<file path="src/hw/rtl/fifo_queue_with_delete_assert.svh">
// ----------------------------------------------------------------------------
// fifo_queue_with_delete assertion macros
// Clocked on clk_i, held off while rst_ni is low.
// ----------------------------------------------------------------------------
`ifndef FIFO_QUEUE_WITH_DELETE_ASSERT_SVH
`define FIFO_QUEUE_WITH_DELETE_ASSERT_SVH

// property must hold at every clock edge out of reset
`define FQD_ASSERT(lbl, prop, msg) \
  lbl: assert property (@(posedge clk_i) disable iff (!rst_ni) prop) else $error(msg);

// condition must never be seen at a clock edge out of reset
`define FQD_ASSERT_NEVER(lbl, cond, msg) \
  lbl: assert property (@(posedge clk_i) disable iff (!rst_ni) !(cond)) else $error(msg);

`endif

</file>
<file path="src/hw/rtl/fqd_pkg.sv">
// ----------------------------------------------------------------------------
// fqd_pkg
// Sizes, types, request and status codes of the FIFO queue with delete.
// ----------------------------------------------------------------------------
package fqd_pkg;

  // store geometry
  localparam int Depth     = 16;
  localparam int DataWidth = 32;
  localparam int IdxW      = (Depth > 1) ? $clog2(Depth) : 1;
  localparam int CntW      = $clog2(Depth + 1);
  localparam int SumW      = CntW + 1;

  typedef logic [DataWidth-1:0] data_t;
  typedef logic [IdxW-1:0]      idx_t;
  typedef logic [CntW-1:0]      cnt_t;

  // request codes
  localparam logic [1:0] ReqEnq  = 2'd0;
  localparam logic [1:0] ReqDeq  = 2'd1;
  localparam logic [1:0] ReqDel  = 2'd2;
  localparam logic [1:0] ReqIter = 2'd3;

  // status codes
  localparam logic [1:0] StOk    = 2'd0;
  localparam logic [1:0] StZero  = 2'd1;
  localparam logic [1:0] StEmpty = 2'd2;
  localparam logic [1:0] StFull  = 2'd3;

  // memory port request from the controller
  typedef struct packed {
    logic  we;
    idx_t  waddr;
    data_t wdata;
    logic  re;
    idx_t  raddr;
  } mem_req_t;

  // request value as stored in the memory
  function automatic data_t to_data(logic [31:0] v);
    return DataWidth'(v);
  endfunction

  // physical entry at an offset from the head, wrapped once
  function automatic idx_t slot(idx_t head, cnt_t off);
    logic [SumW-1:0] sum;
    sum = SumW'(head) + SumW'(off);
    if (sum >= SumW'(Depth)) begin
      sum = sum - SumW'(Depth);
    end
    return IdxW'(sum);
  endfunction

endpackage

</file>
<file path="src/hw/rtl/fqd_if.sv">
// ----------------------------------------------------------------------------
// fqd_req_if / fqd_rsp_if
// Valid/ready channels for requests into and results out of the queue.
// ----------------------------------------------------------------------------
interface fqd_req_if;
  logic        valid;
  logic        ready;
  logic [1:0]  req_type;
  logic [31:0] item_value;

  modport source (output valid, output req_type, output item_value, input ready);
  modport sink   (input valid, input req_type, input item_value, output ready);
endinterface

interface fqd_rsp_if;
  logic        valid;
  logic        ready;
  logic [1:0]  status;
  logic [31:0] value_out;
  logic        last;
  logic [4:0]  entry_count;

  modport source (output valid, output status, output value_out, output last,
                  output entry_count, input ready);
  modport sink   (input valid, input status, input value_out, input last,
                  input entry_count, output ready);
endinterface

</file>
<file path="src/hw/rtl/fqd_ram.sv">
// ----------------------------------------------------------------------------
// fqd_ram
// Simple dual-port RAM: one write, one read port, registered read data.
// Read data holds while no read is issued.
// ----------------------------------------------------------------------------
module fqd_ram #(
  parameter int Depth = 16,
  parameter int Width = 32,
  localparam int AddrW = (Depth > 1) ? $clog2(Depth) : 1
) (
  input  logic             clk_i,
  input  logic             we_i,
  input  logic [AddrW-1:0] waddr_i,
  input  logic [Width-1:0] wdata_i,
  input  logic             re_i,
  input  logic [AddrW-1:0] raddr_i,
  output logic [Width-1:0] rdata_o
);

  logic [Width-1:0] mem_q [Depth];
  logic [Width-1:0] rdata_q;

  // write port
  always_ff @(posedge clk_i) begin
    if (we_i) begin
      mem_q[waddr_i] <= wdata_i;
    end
  end

  // read port
  always_ff @(posedge clk_i) begin
    if (re_i) begin
      rdata_q <= mem_q[raddr_i];
    end
  end

  assign rdata_o = rdata_q;

endmodule

</file>
<file path="src/hw/rtl/fqd_ctrl.sv">
// ----------------------------------------------------------------------------
// fqd_ctrl
// Request sequencer: head and count, memory walks for delete and iterate,
// and the result register.
// ----------------------------------------------------------------------------
`include "fifo_queue_with_delete_assert.svh"

module fqd_ctrl import fqd_pkg::*; (
  input  logic            clk_i,
  input  logic            rst_ni,
  fqd_req_if.sink         req_i,
  fqd_rsp_if.source       rsp_o,
  output mem_req_t        mem_o,
  input  data_t           mem_rdata_i
);

  localparam logic [2:0] S_IDLE   = 3'd0;
  localparam logic [2:0] S_DECODE = 3'd1;
  localparam logic [2:0] S_SCAN   = 3'd2;
  localparam logic [2:0] S_SHIFT  = 3'd3;
  localparam logic [2:0] S_RESULT = 3'd4;
  localparam logic [2:0] S_ITER   = 3'd5;

  logic [2:0]  state_q, state_d;
  logic [1:0]  type_q, type_d;
  data_t       val_q, val_d;
  cnt_t        off_q, off_d;
  idx_t        head_q, head_d;
  cnt_t        count_q, count_d;
  logic [1:0]  stat_q, stat_d;

  // result register
  logic        out_valid_q;
  logic [1:0]  out_status_q;
  logic [31:0] out_value_q;
  logic        out_last_q;
  logic [4:0]  out_count_q;

  logic        out_free;
  logic        out_load;
  logic [1:0]  o_status;
  logic [31:0] o_value;
  logic        o_last;

  logic        rd_en, wr_en;
  cnt_t        rd_off, wr_off;
  data_t       wr_data;
  cnt_t        off_nx;
  idx_t        head_nx;

  assign out_free = !out_valid_q || rsp_o.ready;
  assign off_nx   = off_q + CntW'(1);
  assign head_nx  = (head_q == IdxW'(Depth - 1)) ? '0 : head_q + IdxW'(1);
  assign req_i.ready = (state_q == S_IDLE);

  // sequencer
  always_comb begin
    state_d  = state_q;
    type_d   = type_q;
    val_d    = val_q;
    off_d    = off_q;
    head_d   = head_q;
    count_d  = count_q;
    stat_d   = stat_q;
    rd_en    = 1'b0;
    rd_off   = off_q;
    wr_en    = 1'b0;
    wr_off   = off_q;
    wr_data  = val_q;
    out_load = 1'b0;
    o_status = StOk;
    o_value  = '0;
    o_last   = 1'b1;

    unique case (state_q)
      S_IDLE: begin
        if (req_i.valid) begin
          type_d  = req_i.req_type;
          val_d   = to_data(req_i.item_value);
          off_d   = '0;
          rd_en   = 1'b1;
          rd_off  = '0;
          state_d = S_DECODE;
        end
      end
      S_DECODE: begin
        unique case (type_q)
          ReqEnq: begin
            if (out_free) begin
              out_load = 1'b1;
              state_d  = S_IDLE;
              if (val_q == '0) begin
                o_status = StZero;
              end else if (count_q == CntW'(Depth)) begin
                o_status = StFull;
              end else begin
                wr_en   = 1'b1;
                wr_off  = count_q;
                count_d = count_q + CntW'(1);
              end
            end
          end
          ReqDeq: begin
            if (out_free) begin
              out_load = 1'b1;
              state_d  = S_IDLE;
              if (count_q == '0) begin
                o_status = StEmpty;
              end else begin
                o_value = 32'(mem_rdata_i);
                head_d  = head_nx;
                count_d = count_q - CntW'(1);
              end
            end
          end
          ReqDel: begin
            if (val_q == '0 || count_q == '0) begin
              if (out_free) begin
                out_load = 1'b1;
                o_status = (val_q == '0) ? StZero : StEmpty;
                state_d  = S_IDLE;
              end
            end else begin
              state_d = S_SCAN;
            end
          end
          default: begin
            if (count_q == '0) begin
              if (out_free) begin
                out_load = 1'b1;
                o_status = StEmpty;
                state_d  = S_IDLE;
              end
            end else begin
              state_d = S_ITER;
            end
          end
        endcase
      end
      S_SCAN: begin
        // read data belongs to offset off_q
        if (mem_rdata_i == val_q) begin
          if (off_nx == count_q) begin
            count_d = count_q - CntW'(1);
            stat_d  = StOk;
            state_d = S_RESULT;
          end else begin
            rd_en   = 1'b1;
            rd_off  = off_nx;
            state_d = S_SHIFT;
          end
        end else if (off_nx == count_q) begin
          stat_d  = StEmpty;
          state_d = S_RESULT;
        end else begin
          off_d  = off_nx;
          rd_en  = 1'b1;
          rd_off = off_nx;
        end
      end
      S_SHIFT: begin
        // move entry off_q+1 down to off_q, fetch the one after it
        wr_en   = 1'b1;
        wr_off  = off_q;
        wr_data = mem_rdata_i;
        if (off_nx < count_q - CntW'(1)) begin
          rd_en  = 1'b1;
          rd_off = off_nx + CntW'(1);
          off_d  = off_nx;
        end else begin
          count_d = count_q - CntW'(1);
          stat_d  = StOk;
          state_d = S_RESULT;
        end
      end
      S_RESULT: begin
        if (out_free) begin
          out_load = 1'b1;
          o_status = stat_q;
          state_d  = S_IDLE;
        end
      end
      S_ITER: begin
        if (out_free) begin
          out_load = 1'b1;
          o_value  = 32'(mem_rdata_i);
          o_last   = (off_nx == count_q);
          if (off_nx == count_q) begin
            state_d = S_IDLE;
          end else begin
            off_d  = off_nx;
            rd_en  = 1'b1;
            rd_off = off_nx;
          end
        end
      end
      default: begin
        state_d = S_IDLE;
      end
    endcase
  end

  // memory port
  assign mem_o.we    = wr_en;
  assign mem_o.waddr = slot(head_q, wr_off);
  assign mem_o.wdata = wr_data;
  assign mem_o.re    = rd_en;
  assign mem_o.raddr = slot(head_q, rd_off);

  // control state
  always_ff @(posedge clk_i or negedge rst_ni) begin
    if (!rst_ni) begin
      state_q     <= S_IDLE;
      head_q      <= '0;
      count_q     <= '0;
      out_valid_q <= 1'b0;
    end else begin
      state_q     <= state_d;
      head_q      <= head_d;
      count_q     <= count_d;
      out_valid_q <= out_load | (out_valid_q & ~rsp_o.ready);
    end
  end

  // request and result payload
  always_ff @(posedge clk_i) begin
    type_q <= type_d;
    val_q  <= val_d;
    off_q  <= off_d;
    stat_q <= stat_d;
    if (out_load) begin
      out_status_q <= o_status;
      out_value_q  <= o_value;
      out_last_q   <= o_last;
      out_count_q  <= 5'(count_d);
    end
  end

  assign rsp_o.valid       = out_valid_q;
  assign rsp_o.status      = out_status_q;
  assign rsp_o.value_out   = out_value_q;
  assign rsp_o.last        = out_last_q;
  assign rsp_o.entry_count = out_count_q;

  // checks
  `FQD_ASSERT_NEVER(a_rw_same_entry, mem_o.we && mem_o.re && (mem_o.waddr == mem_o.raddr), "read and write hit one entry")
  `FQD_ASSERT(a_count_bound, count_q <= CntW'(Depth), "count beyond depth")
  `FQD_ASSERT(a_count_busy, !$stable(count_q) |-> ($past(state_q) != S_IDLE), "count moved while idle")
  `FQD_ASSERT(a_iter_done, (out_load && o_last && (state_q == S_ITER)) |=> (state_q == S_IDLE), "iterate did not finish")

endmodule

</file>
<file path="src/hw/rtl/fifo_queue_with_delete.sv">
// ----------------------------------------------------------------------------
// fifo_queue_with_delete
// Bounded FIFO of nonzero values with dequeue, delete by value and iterate.
//
//   channel  dir  fields                                   handshake
//   req_i    in   req_type, item_value                     valid/ready
//   rsp_o    out  status, value_out, last, entry_count     valid/ready
//
// One request at a time; the result register lets the next request in.
// Enqueue, dequeue and rejected requests: decode, then the result register.
// Delete: scan and shift states walk the stored entries, found or not; one
// memory read per cycle on the single read port paces this walk.
// Iterate: decode, then one entry per cycle while the result register is free.
// Reset clears head, count and control; entry contents are kept.
// A held result stalls an iterate walk in place and holds a finished delete in
// its result state; nothing is dropped.
module fifo_queue_with_delete import fqd_pkg::*; (
  input  logic      clk_i,
  input  logic      rst_ni,
  fqd_req_if.sink   req_i,
  fqd_rsp_if.source rsp_o
);

  mem_req_t mem_req;
  data_t    mem_rdata;

  // sequencer
  fqd_ctrl u_ctrl (
    .clk_i       (clk_i),
    .rst_ni      (rst_ni),
    .req_i       (req_i),
    .rsp_o       (rsp_o),
    .mem_o       (mem_req),
    .mem_rdata_i (mem_rdata)
  );

  // entry store
  fqd_ram #(
    .Depth (Depth),
    .Width (DataWidth)
  ) u_ram (
    .clk_i   (clk_i),
    .we_i    (mem_req.we),
    .waddr_i (mem_req.waddr),
    .wdata_i (mem_req.wdata),
    .re_i    (mem_req.re),
    .raddr_i (mem_req.raddr),
    .rdata_o (mem_rdata)
  );

endmodule

</file>
<file path="src/flat_wrapper.sv">
// flat-port wrapper written by rule: the top's interface ports become plain ports
module fifo_queue_with_delete_flat import fqd_pkg::*;
  (clk_i, rst_ni, req_i_valid, req_i_req_type, req_i_item_value, req_i_ready, rsp_o_valid, rsp_o_status, rsp_o_value_out, rsp_o_last, rsp_o_entry_count, rsp_o_ready);
  fqd_req_if req_i_i ();
  fqd_rsp_if rsp_o_i ();
  input  logic clk_i;
  input  logic rst_ni;
  input wire logic [$bits(req_i_i.valid)-1:0] req_i_valid;
  input wire logic [$bits(req_i_i.req_type)-1:0] req_i_req_type;
  input wire logic [$bits(req_i_i.item_value)-1:0] req_i_item_value;
  output wire logic [$bits(req_i_i.ready)-1:0] req_i_ready;
  output wire logic [$bits(rsp_o_i.valid)-1:0] rsp_o_valid;
  output wire logic [$bits(rsp_o_i.status)-1:0] rsp_o_status;
  output wire logic [$bits(rsp_o_i.value_out)-1:0] rsp_o_value_out;
  output wire logic [$bits(rsp_o_i.last)-1:0] rsp_o_last;
  output wire logic [$bits(rsp_o_i.entry_count)-1:0] rsp_o_entry_count;
  input wire logic [$bits(rsp_o_i.ready)-1:0] rsp_o_ready;
  assign req_i_i.valid = req_i_valid;
  assign req_i_i.req_type = req_i_req_type;
  assign req_i_i.item_value = req_i_item_value;
  assign req_i_ready = req_i_i.ready;
  assign rsp_o_valid = rsp_o_i.valid;
  assign rsp_o_status = rsp_o_i.status;
  assign rsp_o_value_out = rsp_o_i.value_out;
  assign rsp_o_last = rsp_o_i.last;
  assign rsp_o_entry_count = rsp_o_i.entry_count;
  assign rsp_o_i.ready = rsp_o_ready;
  fifo_queue_with_delete u_core (.clk_i(clk_i), .rst_ni(rst_ni), .req_i(req_i_i), .rsp_o(rsp_o_i));
endmodule
</file>
<file path="config.mk">
export PLATFORM = sky130hd
export DESIGN_NAME = fifo_queue_with_delete_flat
export DESIGN_NICKNAME = d
export VERILOG_FILES = /design/src/hw/rtl/fqd_pkg.sv /design/src/hw/rtl/fqd_if.sv /design/src/hw/rtl/fqd_ram.sv /design/src/hw/rtl/fqd_ctrl.sv /design/src/hw/rtl/fifo_queue_with_delete.sv /design/src/flat_wrapper.sv
export VERILOG_INCLUDE_DIRS = /design/src /design/src/hw/rtl
export SDC_FILE = /design/constraint.sdc
export NUM_CORES = 1
export LEC_CHECK = 0
export ABC_AREA = 1
export BUFFER_PORTS_ARGS = -buffer_cell sky130_fd_sc_hd__clkbuf_2
export CORE_MARGIN = 3
export CORE_UTILIZATION = 40
export CTS_BUF_LIST = sky130_fd_sc_hd__clkbuf_16
export CTS_CLUSTER_DIAMETER = 200
export DETAILED_ROUTE_END_ITERATION = 10
export PLACE_DENSITY = 0.6
export SLEW_MARGIN = 10
export SYNTH_ARGS = -nofsm -noshare
export SYNTH_HDL_FRONTEND = slang
export SYNTH_SLANG_ARGS = --single-unit
</file>
<file path="constraint.sdc">
create_clock -name clk_i -period 9.15 [get_ports clk_i]
set_input_delay 1.3725 -clock clk_i [delete_from_list [all_inputs] [get_ports clk_i]]
set_output_delay 1.3725 -clock clk_i [all_outputs]
set_load 0.02 [all_outputs]
</file>
# [Word-level counts from Yosys, hierarchy flattened]
# Memory sizes are Yosys's and may differ from the RTL's. A register that Yosys moved wholly into a read port is not among the register bits.
# Cells that the tools add are included.
[word_totals] ff_bits=94 out_inout_bits=42 ramBits=512 memories=1 elab_cells=144 inputBits=38
[mem_list] name="u_core.u_ram.mem_q" words=16 width=32 read_ports=1 rd_ports_with_merged_regs=1 write_ports=1 line_no="fqd_ram.sv:20" source="logic [Width-1:0] mem_q [Depth];"
[op_classes] magnitude_cmp=3 bitwise=4 n_reduce_logical=17 n_eq_ne=19 addsub=9 muxes=79
[op_table] op="32-bit two-way mux" count=5
[op_table] op="5-bit two-way mux" count=19
[op_table] op="32-bit one-hot mux with 2 select lines" count=1
[op_table] op="5-bit one-hot mux with 4 select lines" count=2
[op_table] op="32-bit == test" count=1
[op_table] op="32-bit logical NOT" count=1
[op_table] op="2-bit two-way mux" count=15
[op_table] op="3-bit two-way mux" count=10
[op_table] op="3-bit one-hot mux with 6 select lines" count=1
[op_table] op="5-bit by 1-bit adder with 5-bit output (second input constant)" count=3
[op_table] op="5-bit one-hot mux with 3 select lines" count=1
[op_table] op="2-bit inequality test (second input constant)" count=7
[op_table] op="1-bit two-way mux" count=13
[op_table] op="4-bit by 5-bit adder with 6-bit output" count=2
[op_table] op="6-bit by 5-bit >= comparator with 1-bit output (second input constant)" count=2
[op_table] op="4-bit two-way mux" count=3
[op_table] op="5-bit one-hot mux with 2 select lines" count=1
[op_table] op="2-bit one-hot mux with 2 select lines" count=2
[op_table] op="4-bit by 1-bit subtractor with 4-bit output (second input constant)" count=2
[op_table] op="3-bit by 2-bit == test with 1-bit output (second input constant)" count=2
[op_table] op="3-bit == test (second input constant)" count=2
[op_table] op="1-bit one-hot mux with 2 select lines" count=3
[op_table] op="2-bit one-hot mux with 3 select lines" count=1
[op_table] op="3-bit one-hot mux with 2 select lines" count=1
[op_table] op="other kinds (26)" count=31

# [Longest topological paths before layout]
# Gate-level depths: netlist of the first run.
[logic_depth] word_depth=9 ltp_mapped=29 mapped_depth_nobuf=27

# [Modules after synthesis]
# A second synthesis of the first run with hierarchy kept.
[unflattened] hier_cells=2866 area_unflattened_um2=28937.8
[modules_own_cells] mod="fqd_ram" n_inst=1 area_per_inst_um2=23050.9 seq_area_each_um2=16335.7 cells_per_inst=2120
[modules_own_cells] mod="fqd_ctrl" n_inst=1 area_per_inst_um2=5886.9 seq_area_each_um2=2727.6 cells_per_inst=746

# [Worst setup path before layout of the first run]
# OpenSTA, ideal clock, no wires.
[synth_timing] path_kind="input to register" startpoint="in rsp_o_ready" endpoint="mem u_core.u_ram.mem_q[0][0] (enable)" setup_ns=0.421 cell_stages=16 t_arrival_ns=4.812 setup_slack_ns=3.917 n_path_buf=1 required_ns=8.729 path_cell_list="nor2_2 inv_1 buf_2 o21ai_1 nor2_1 nand3_1 o21ai_0 inv_1 ha_1 nand3_1 nand2_1 xor2_1 nand3b_1 nand2_1 nand2_1 nor2_1"
[synth_via] elab_chain_len=7 word_cells_on_any_way=13 classes_between="add/sub: 2; order compare: 1; mux: 9; reduce/logical: 1"
[synth_rtl] item="start, declared" line_no="flat_wrapper.sv:17" source="input wire logic [$bits(rsp_o_i.ready)-1:0] rsp_o_ready;"
[synth_rtl] item="1-bit logical OR *" line_no="fqd_ctrl.sv:51" source="assign out_free = !out_valid_q || rsp_o.ready;"
[synth_rtl] item="5-bit two-way mux" line_no="fqd_ctrl.sv:89" source="if (out_free) begin"
[synth_rtl] item="5-bit two-way mux" line_no="fqd_ctrl.sv:87" source="unique case (type_q)"
[synth_rtl] item="5-bit two-way mux" line_no="fqd_ctrl.sv:75" source="unique case (state_q)"
[synth_rtl] item="4-bit by 5-bit adder with 6-bit output" line_no="fqd_pkg.sv:47" source="sum = SumW'(head) + SumW'(off);"
[synth_rtl] item="6-bit by 5-bit >= comparator with 1-bit output or 4-bit by 1-bit subtractor with 4-bit output (tied branches)" line_no="fqd_pkg.sv:48, fqd_pkg.sv:49"
[synth_rtl] item="4-bit two-way mux" line_no="fqd_pkg.sv:48" source="if (sum >= SumW'(Depth)) begin"
[synth_rtl] item="end, declared" line_no="fqd_ram.sv:20"
# Mark *: on every way between the ends. The rest lies on a longest branch, timed or not.

# [Final worst setup path of the first run]
[layout_timing] startpoint="reg u_core.u_ctrl.count_q[1]" endpoint="reg u_core.u_ram.rdata_q[31], in the netlist u_core.u_ram.rdata_o[31], read port of u_core.u_ram.mem_q, data pin"
[layout_via] elab_chain_len=7 word_cells_on_any_way=15 classes_between="add/sub: 3; order compare: 2; eq/ne: 1; mux: 9"
[layout_rtl] item="start, declared" line_no="fqd_ctrl.sv:29" source="cnt_t count_q, count_d;"
[layout_rtl] item="start signal, assigned" line_no="fqd_ctrl.sv:220" source="count_q <= count_d;"
[layout_rtl] item="5-bit by 1-bit subtractor with 5-bit output or 5-bit == test (tied branches)"
[layout_rtl] item="5-bit < comparator or 5-bit two-way mux (tied branches)"
[layout_rtl] item="5-bit two-way mux, on equally long branches"
[layout_rtl] item="5-bit one-hot mux with 4 select lines" line_no="fqd_ctrl.sv:75"
[layout_rtl] item="4-bit by 5-bit adder with 6-bit output" line_no="fqd_pkg.sv:47"
[layout_rtl] item="6-bit by 5-bit >= comparator with 1-bit output or 4-bit by 1-bit subtractor with 4-bit output (tied branches)" line_no="fqd_pkg.sv:48, fqd_pkg.sv:49"
[layout_rtl] item="4-bit two-way mux" line_no="fqd_pkg.sv:48"
[layout_rtl] item="end, declared" line_no="fqd_ram.sv:21" source="logic [Width-1:0] rdata_q;"
# Parallel ways exist; a longest one is shown, timed or not.
# A chain may end at the register's enable or synchronous reset.

==> results.md, run 1 <==
* Slew @ Worst Pin at 1.18 ns
* Critical path type: register to register
* Clock Tree Buf Depth at 3
* Crit share post-route at 67.5%
* Mean Syn Cell Area at 12.0 µm²
* Die height at 265 µm
* Final net count at 2376
* Initial antenna violation count at 0
* Hold buffer count at cts at 0
* Post-DP HPWL at 41000 µm
* Routed Antenna Nets at 0
* # Max-Cap Violations at 0
* Largest net degree at the start of global routing at 209
* Clk_lat worst skew at 0.64 ns
* Detailed-route via count at 18000
* Distinct cells, synth at 42
* Worst setup EP type: register
* Syn Std Cell Area at 0.0268 mm²
* Hold crit path type: register to register
* Max-slew violations at 0
* I/O pin total at 80
* Commonest non-fill, non-tap cell in the layout: edfxtp_1
* Ys Warns at 0
* Drt pass-1 iters at 6
* CP arrival at 6.67 ns
* Rows at 94
* Overflow after GRT at 0
* Max Fclk at 162 MHz
* Busiest grt layer: met2
* Final Setup Violations at 0
* Initial core utilization at 40.6%
* Most frequent cells in the layout: 624 x edfxtp_1, 474 x nand2_1, 245 x o21ai_0
* CTS resizes at 0
* GRT Total Usage at 20.0%
* Clock Sink Count at 637
* H-tree levels at 2
* Post-synth EDFFs at 624
* Post-synth ARST share at 2.04%
* Met3 Use GR at 3.57%
* Sequential share of the synthesized area at 71.1%
* First-pass GRT wire length at 107000 µm
* Number of global-route vias before repair at 17200
* # port buffers at 79
* Die width at 265 µm
* Routed WL at 71700 µm
* Die area at 0.0702 mm²
* WL/cell at 22.2 µm
* Layout cell share with drive strength beyond 1 at 12.2%
* Slew headroom at 21.2%
* CTS Root Cell: clkbuf_16
* Synth Instances at 2243
* Worst Path Required at 9.64 ns
* Clk slew on worst S/H paths at 0.07 ns
* Post-CTS setup buffer count at 0
* CTS tree: yes
* Vias per cell at 5.58
* Outcome: completed
* GP Congestion at 0.904
* Total negative slack at 0 ns
* Syn Nets at 2299
* Met1 Resource Use GR at 27.4%
* 1st-iter DRT viols at 2160
* Core Area at 0.0661 mm²
* RSZ-0062 raised after global routing: no
* Fin Clk Skew at 0.0311 ns
* Antenna fix cells at 0
* Seq cells post-synth at 637
* Grt met2 use at 32.3%
* Post-synth top flop: edfxtp_1
* Crit start category: register
* Worst Path Max Fanout at 89
* Tmin final at 6.17 ns
* Setup ws final at 2.98 ns
* Final Hold Viols at 0
* Drc violations at 0
* Total CTS buffers at 61
* Layout area overhead at 13.8%
* Setup WS pre-CTS at 2.83 ns
cell families (layout without fill, tap and decap cells):
logic type | Yosys count | after routing | share of synthesized area [%]
AO/OA/AOI/OAI | 482 | 482 | 10.7
XOR/XNOR | 32 | 32 | 1.04
adder cells (fa/ha/maj) | 18 | 18 | 0.896
buffers and inverters | 232 | 361 | 3.40
flip-flops | 637 | 637 | 71.1
AND/OR/NAND/NOR | 842 | 842 | 12.9
critical path: stages (launching register included):
cell and delay, ns:
dfrtp_1 0.54, inv_1 0.13, ha_1 0.24, nand3_1 0.11, inv_1 0.06, nand2_1 0.23
inv_1 0.11, nor2_1 0.22, ha_1 0.30, nand4_1 0.10, nor2_1 0.04, nand3b_1 0.20
nand2_1 0.31, nor2_1 0.07, nor2_1 0.11, nand4_1 0.09, o22ai_1 0.39, fa_2 0.51
buf_4 0.22, inv_4 0.72, buf_4 0.54, o21ai_0 0.18, o22ai_1 0.19, nand2_1 0.07
o21ai_0 0.08, nand2_1 0.08, nand2_1 0.08
final cells by class:
| class | instances | area [µm²] |
|---|---|---|
| clock buffer | 61 | 1530 |
| clock inverter | 54 | 500 |
| fill | 5910 | 35600 |
| inverter | 104 | 398 |
| multi-input combinational | 1374 | 7040 |
| sequential | 637 | 19100 |
| tap | 864 | 1080 |
| timing repair buffer | 142 | 918 |
stage by stage:
step	std cells	utilization [%]	hold WS (ns)	cell area [µm²]
global route	3236	46.2	0.599	30500
detailed placement	3121	43.1	0.524	28500
finish	3236	46.2	0.540	30500
floorplan	2243	-	0.493	26800
CTS	3236	46.2	0.541	30500
global placement	3121	43.1	0.528	28500
routing by layer:
metal / wire, µm / part of all wire (%)
met1: 30500 / 43
met2: 33400 / 47
met3: 5490 / 7.7
met4: 2340 / 3.3
met5: 0 / 0
flip-flops by register name (all words and copies together), names as in the netlist:
register	flops
u_core.u_ctrl.count_q	5
u_core.u_ctrl.head_q	4
u_core.u_ctrl.off_q	5
u_core.u_ctrl.rsp_o.entry_count	5
u_core.u_ctrl.rsp_o.last	1
u_core.u_ctrl.rsp_o.status	2
u_core.u_ctrl.rsp_o.valid	1
u_core.u_ctrl.rsp_o.value_out	32
u_core.u_ctrl.stat_q	1
u_core.u_ctrl.state_q	3
u_core.u_ctrl.type_q	2
u_core.u_ctrl.val_q	32
u_core.u_ram.mem_q	512
u_core.u_ram.rdata_o	32
worst paths after layout:
kind	slack, ns	from	to	depth (start not counted)
min reg2reg	0.54	u_core.u_ctrl.state_q[0]	u_core.u_ctrl.state_q[0]	2
max reg2reg	2.98	u_core.u_ctrl.count_q[1]	u_core.u_ram.rdata_o[31]	26
max	2.98	u_core.u_ctrl.count_q[1]	u_core.u_ram.rdata_o[31]	26
min	0.54	u_core.u_ctrl.state_q[0]	u_core.u_ctrl.state_q[0]	2
max in group asynchronous	8.19	rst_ni	u_core.u_ctrl.count_q[1]	1
min in group asynchronous	0.65	rst_ni	u_core.u_ctrl.state_q[0]	1
cell usage after synthesis (2+ instances only):
| master | n | area, µm² |
|---|---|---|
| or2_2 | 6 | 37.5 |
| nand4_1 | 13 | 81.3 |
| nor2_4 | 3 | 33.8 |
| nor3_1 | 39 | 195 |
| clkbuf_1 | 99 | 372 |
| inv_1 | 98 | 368 |
| buf_2 | 13 | 65.1 |
| ha_1 | 16 | 200 |
| nor2_1 | 204 | 766 |
| nand2_1 | 474 | 1780 |
| o22ai_1 | 67 | 419 |
| o311ai_0 | 2 | 17.5 |
| inv_2 | 6 | 22.5 |
| fa_1 | 2 | 40.0 |
| nor2_2 | 2 | 12.5 |
| dfrtp_1 | 13 | 325 |
| o21ai_1 | 2 | 10.0 |
| nand3_1 | 89 | 445 |
| buf_1 | 9 | 33.8 |
| o21ai_0 | 247 | 1240 |
| a21oi_1 | 82 | 410 |
| o211ai_1 | 7 | 52.6 |
| a31oi_1 | 3 | 18.8 |
| o31ai_1 | 2 | 15.0 |
| a32o_1 | 65 | 651 |
| nand2_2 | 3 | 18.8 |
| nand3b_1 | 4 | 30.0 |
| edfxtp_1 | 624 | 18700 |
| xnor2_1 | 19 | 166 |
| buf_4 | 6 | 45.0 |
| xor2_1 | 13 | 114 |
Power of run 1 is left out: the tool's default activity adds up to more than one toggle a clock period on the data nets, which glitch-free logic cannot reach.
==> run 2: changes to the inputs <==
- PLACE_DENSITY: 0.6 -> 0.62
- clock period: 9.15 -> 5 ns (I/O delays scaled with it)
==> run 2 against run 1 <==
Global-route usage down 0.11 points. Core utilization up 0.89 points. Die area unchanged. Critical endpoint unchanged. Largest cell class unchanged. Cell area grew 1.9%. Non-clock buffer count rose by 31. Via count fell by 0.27%. Critical path depth is 1 lower. First-iteration DRC count down 8.4%. Worst setup slack got worse by 2.7 ns. Register-to-register slack got worse by 2.7 ns. Clock skew is essentially flat. Sequential share of layout area shrank 1.2 points.
==> results.md, run 2 (synthesis gave the netlist of run 1 again) <==
* Layout cell share with drive strength beyond 1 at 13.4% (+1.3 points)
* Critical path depth at 25 (-3.8%)
* Max incr delay on CP at 0.41 ns (-0.31 ns)
* Worst setup EP type: register
* Final Setup Violations at 0 (unchanged)
* GP Congestion at 0.901 (-0.32%)
* Critical path type: register to register
* Initial antenna violation count at 0 (unchanged)
* GRT Total Usage at 19.9% (-0.11 points)
* Initial core utilization at 40.6% (unchanged)
* R2r worst-path depth at 25 (-3.8%)
* Drc violations at 0 (unchanged)
* Placed Instances at 3150 (+0.93%)
* Fin area at 0.0311 mm² (+1.9%)
* Seq. cell area at 0.0191 mm² (about the same)
* Clk_lat worst skew at 0.63 ns (about the same)
* H-tree levels at 2 (unchanged)
* Fin Clk Skew at 0.0307 ns (-0.000398 ns)
* Buffers and inverters on the worst path at 5 (-1)
* Layout area overhead at 16.0%
* Area after DPL at 0.0290 mm² (+1.8%)
* Routed WL at 70900 µm (-1.1%)
* Commonest non-fill, non-tap cell in the layout: edfxtp_1
* Die height at 265 µm (unchanged)
* Worst Path Max Fanout at 24 (-73%)
* Vias per cell at 5.51 (-1.2%)
* Crit path max-delay family: simple AND/OR/NAND/NOR gates
* Number of fill cells in the layout at 5789 (-2.0%)
* Crit start category: register
* Number of global-route vias before repair at 17100 (-0.42%)
* Largest net degree at the start of global routing at 105 (-50%)
* Setup ws final at 0.305 ns (-2.67 ns)
* # Max-Cap Violations at 0 (unchanged)
* Drt pass-1 iters at 6 (unchanged)
* Slew headroom at 23.6% (+2.4 points)
* Setup WS pre-CTS at 0.144 ns (-2.69 ns)
* Tmin final at 4.69 ns (-1.48 ns)
* Clock Tree Buf Depth at 3 (unchanged)
* CTS tree: yes
* Hold crit path type: input pin to asynchronous set/reset pin
* Crit share post-route at 93.9% (+26 points)
* Worst Path Required at 5.37 ns (-4.27 ns)
* Die width at 265 µm (unchanged)
* Die area at 0.0702 mm² (unchanged)
* Worst r2r src: u_core.u_ctrl.count_q[0]
* Slew @ Worst Pin at 1.14 ns (-0.0438 ns)
* Final Hold Viols at 0 (unchanged)
* Final net count at 2407 (+1.3%)
* Multi-input logic area at 0.00704 mm² (about the same)
* Post-DP HPWL at 41800 µm (+1.8%)
* Most frequent cells in the layout: 624 x edfxtp_1, 473 x nand2_1, 242 x o21ai_0
* Final non-filler cell total at 3267 (+0.96%)
* RSZ-0062 raised after global routing: no
* Routed Antenna Nets at 0 (unchanged)
* 1st-iter DRT viols at 1978 (-8.4%)
* Total negative slack at 0 ns (unchanged)
* FF-to-FF End: u_core.u_ram.rdata_o[31]
* CTS Root Cell: clkbuf_16
* I/O pin total at 80 (unchanged)
* Largest register by flop count: u_core.u_ram.mem_q
* First-pass GRT wire length at 107000 µm (-0.27%)
* Core Area at 0.0661 mm² (unchanged)
* Outcome: completed
* Clk slew on worst S/H paths at 0.07 ns (about the same)
* Rows at 94 (unchanged)
* Max FFs per register at 512 (unchanged)
* Total CTS buffers at 61 (unchanged)
* Max-slew violations at 0 (unchanged)
* CP arrival at 5.06 ns (-1.61 ns)
* WL/cell at 21.7 µm (-2.1%)
* Clock Sink Count at 637 (unchanged)
* Detailed-route via count at 18000 (-0.27%)
* Overflow after GRT at 0 (unchanged)
* Antenna fix cells at 0 (unchanged)
* # port buffers at 79 (unchanged)
* Slowest-stage cell, CP: ha_1
* FF-to-FF setup slack at 0.31 ns (-2.67 ns)
* Max Fclk at 213 MHz (+32%)
==> run 2: layer usage <==
metal | part of all wire (%) | wire length (µm) | global-route usage (%)
met3 | 8.2 | 5820 | 3.04
met5 | 0 | 0 | 0
met4 | 2.3 | 1650 | 5.29
met2 | 48 | 33800 | 32.5
met1 | 42 | 29700 | 28.0
==> run 2: cell type report <==
cell class                 instances  share of cell area, %
multi-input combinational       1374                   22.6
clock buffer                      63                   5.07
timing repair buffer             173                   4.75
inverter                         104                   1.28
clock inverter                    52                   1.52
tap                              864                   3.47
sequential                       637                   61.3
==> run 2: repair_timing <==
action	4_1_cts	5_1_grt
endpoints found under the setup margin	0	32
hold buffers	0	0
resized for setup	0	7
setup buffers	0	1
==> run 2: worst register-to-register path: cells and delay by family, from the launching register on <==
family          cells  cell delay (ns)
fa+ha+maj           3             0.97
xor+xnor            1             0.20
simple gates       13             1.86
compound gates      3             0.43
flops               1             0.39
buf+inv             5             0.63
==> run 2: stage by stage <==
stage	utilization, %	hold WS, ns
finish	47.1	0.0423
global route	47.1	0.0455
CTS	47.0	0.0225
detailed placement	43.9	0.528
global placement	43.9	0.519
floorplan	-	0.454
==> run 2: worst max-delay path by stage <==
stage,start,endpoint,slack (ns)
2_1_floorplan,rsp_o_ready,u_core.u_ram.mem_q[0][0],0.39
3_3_place_gp,u_core.u_ctrl.count_q[1],u_core.u_ram.rdata_o[14],0.30
3_5_place_dp,u_core.u_ctrl.count_q[1],u_core.u_ram.rdata_o[1],0.14
4_1_cts,u_core.u_ctrl.count_q[1],u_core.u_ram.rdata_o[13],0.1
5_1_grt,u_core.u_ctrl.count_q[0],u_core.u_ram.rdata_o[12],0.02
6_report,u_core.u_ctrl.count_q[0],u_core.u_ram.rdata_o[31],0.31
Power of run 2 is left out for the same reason.
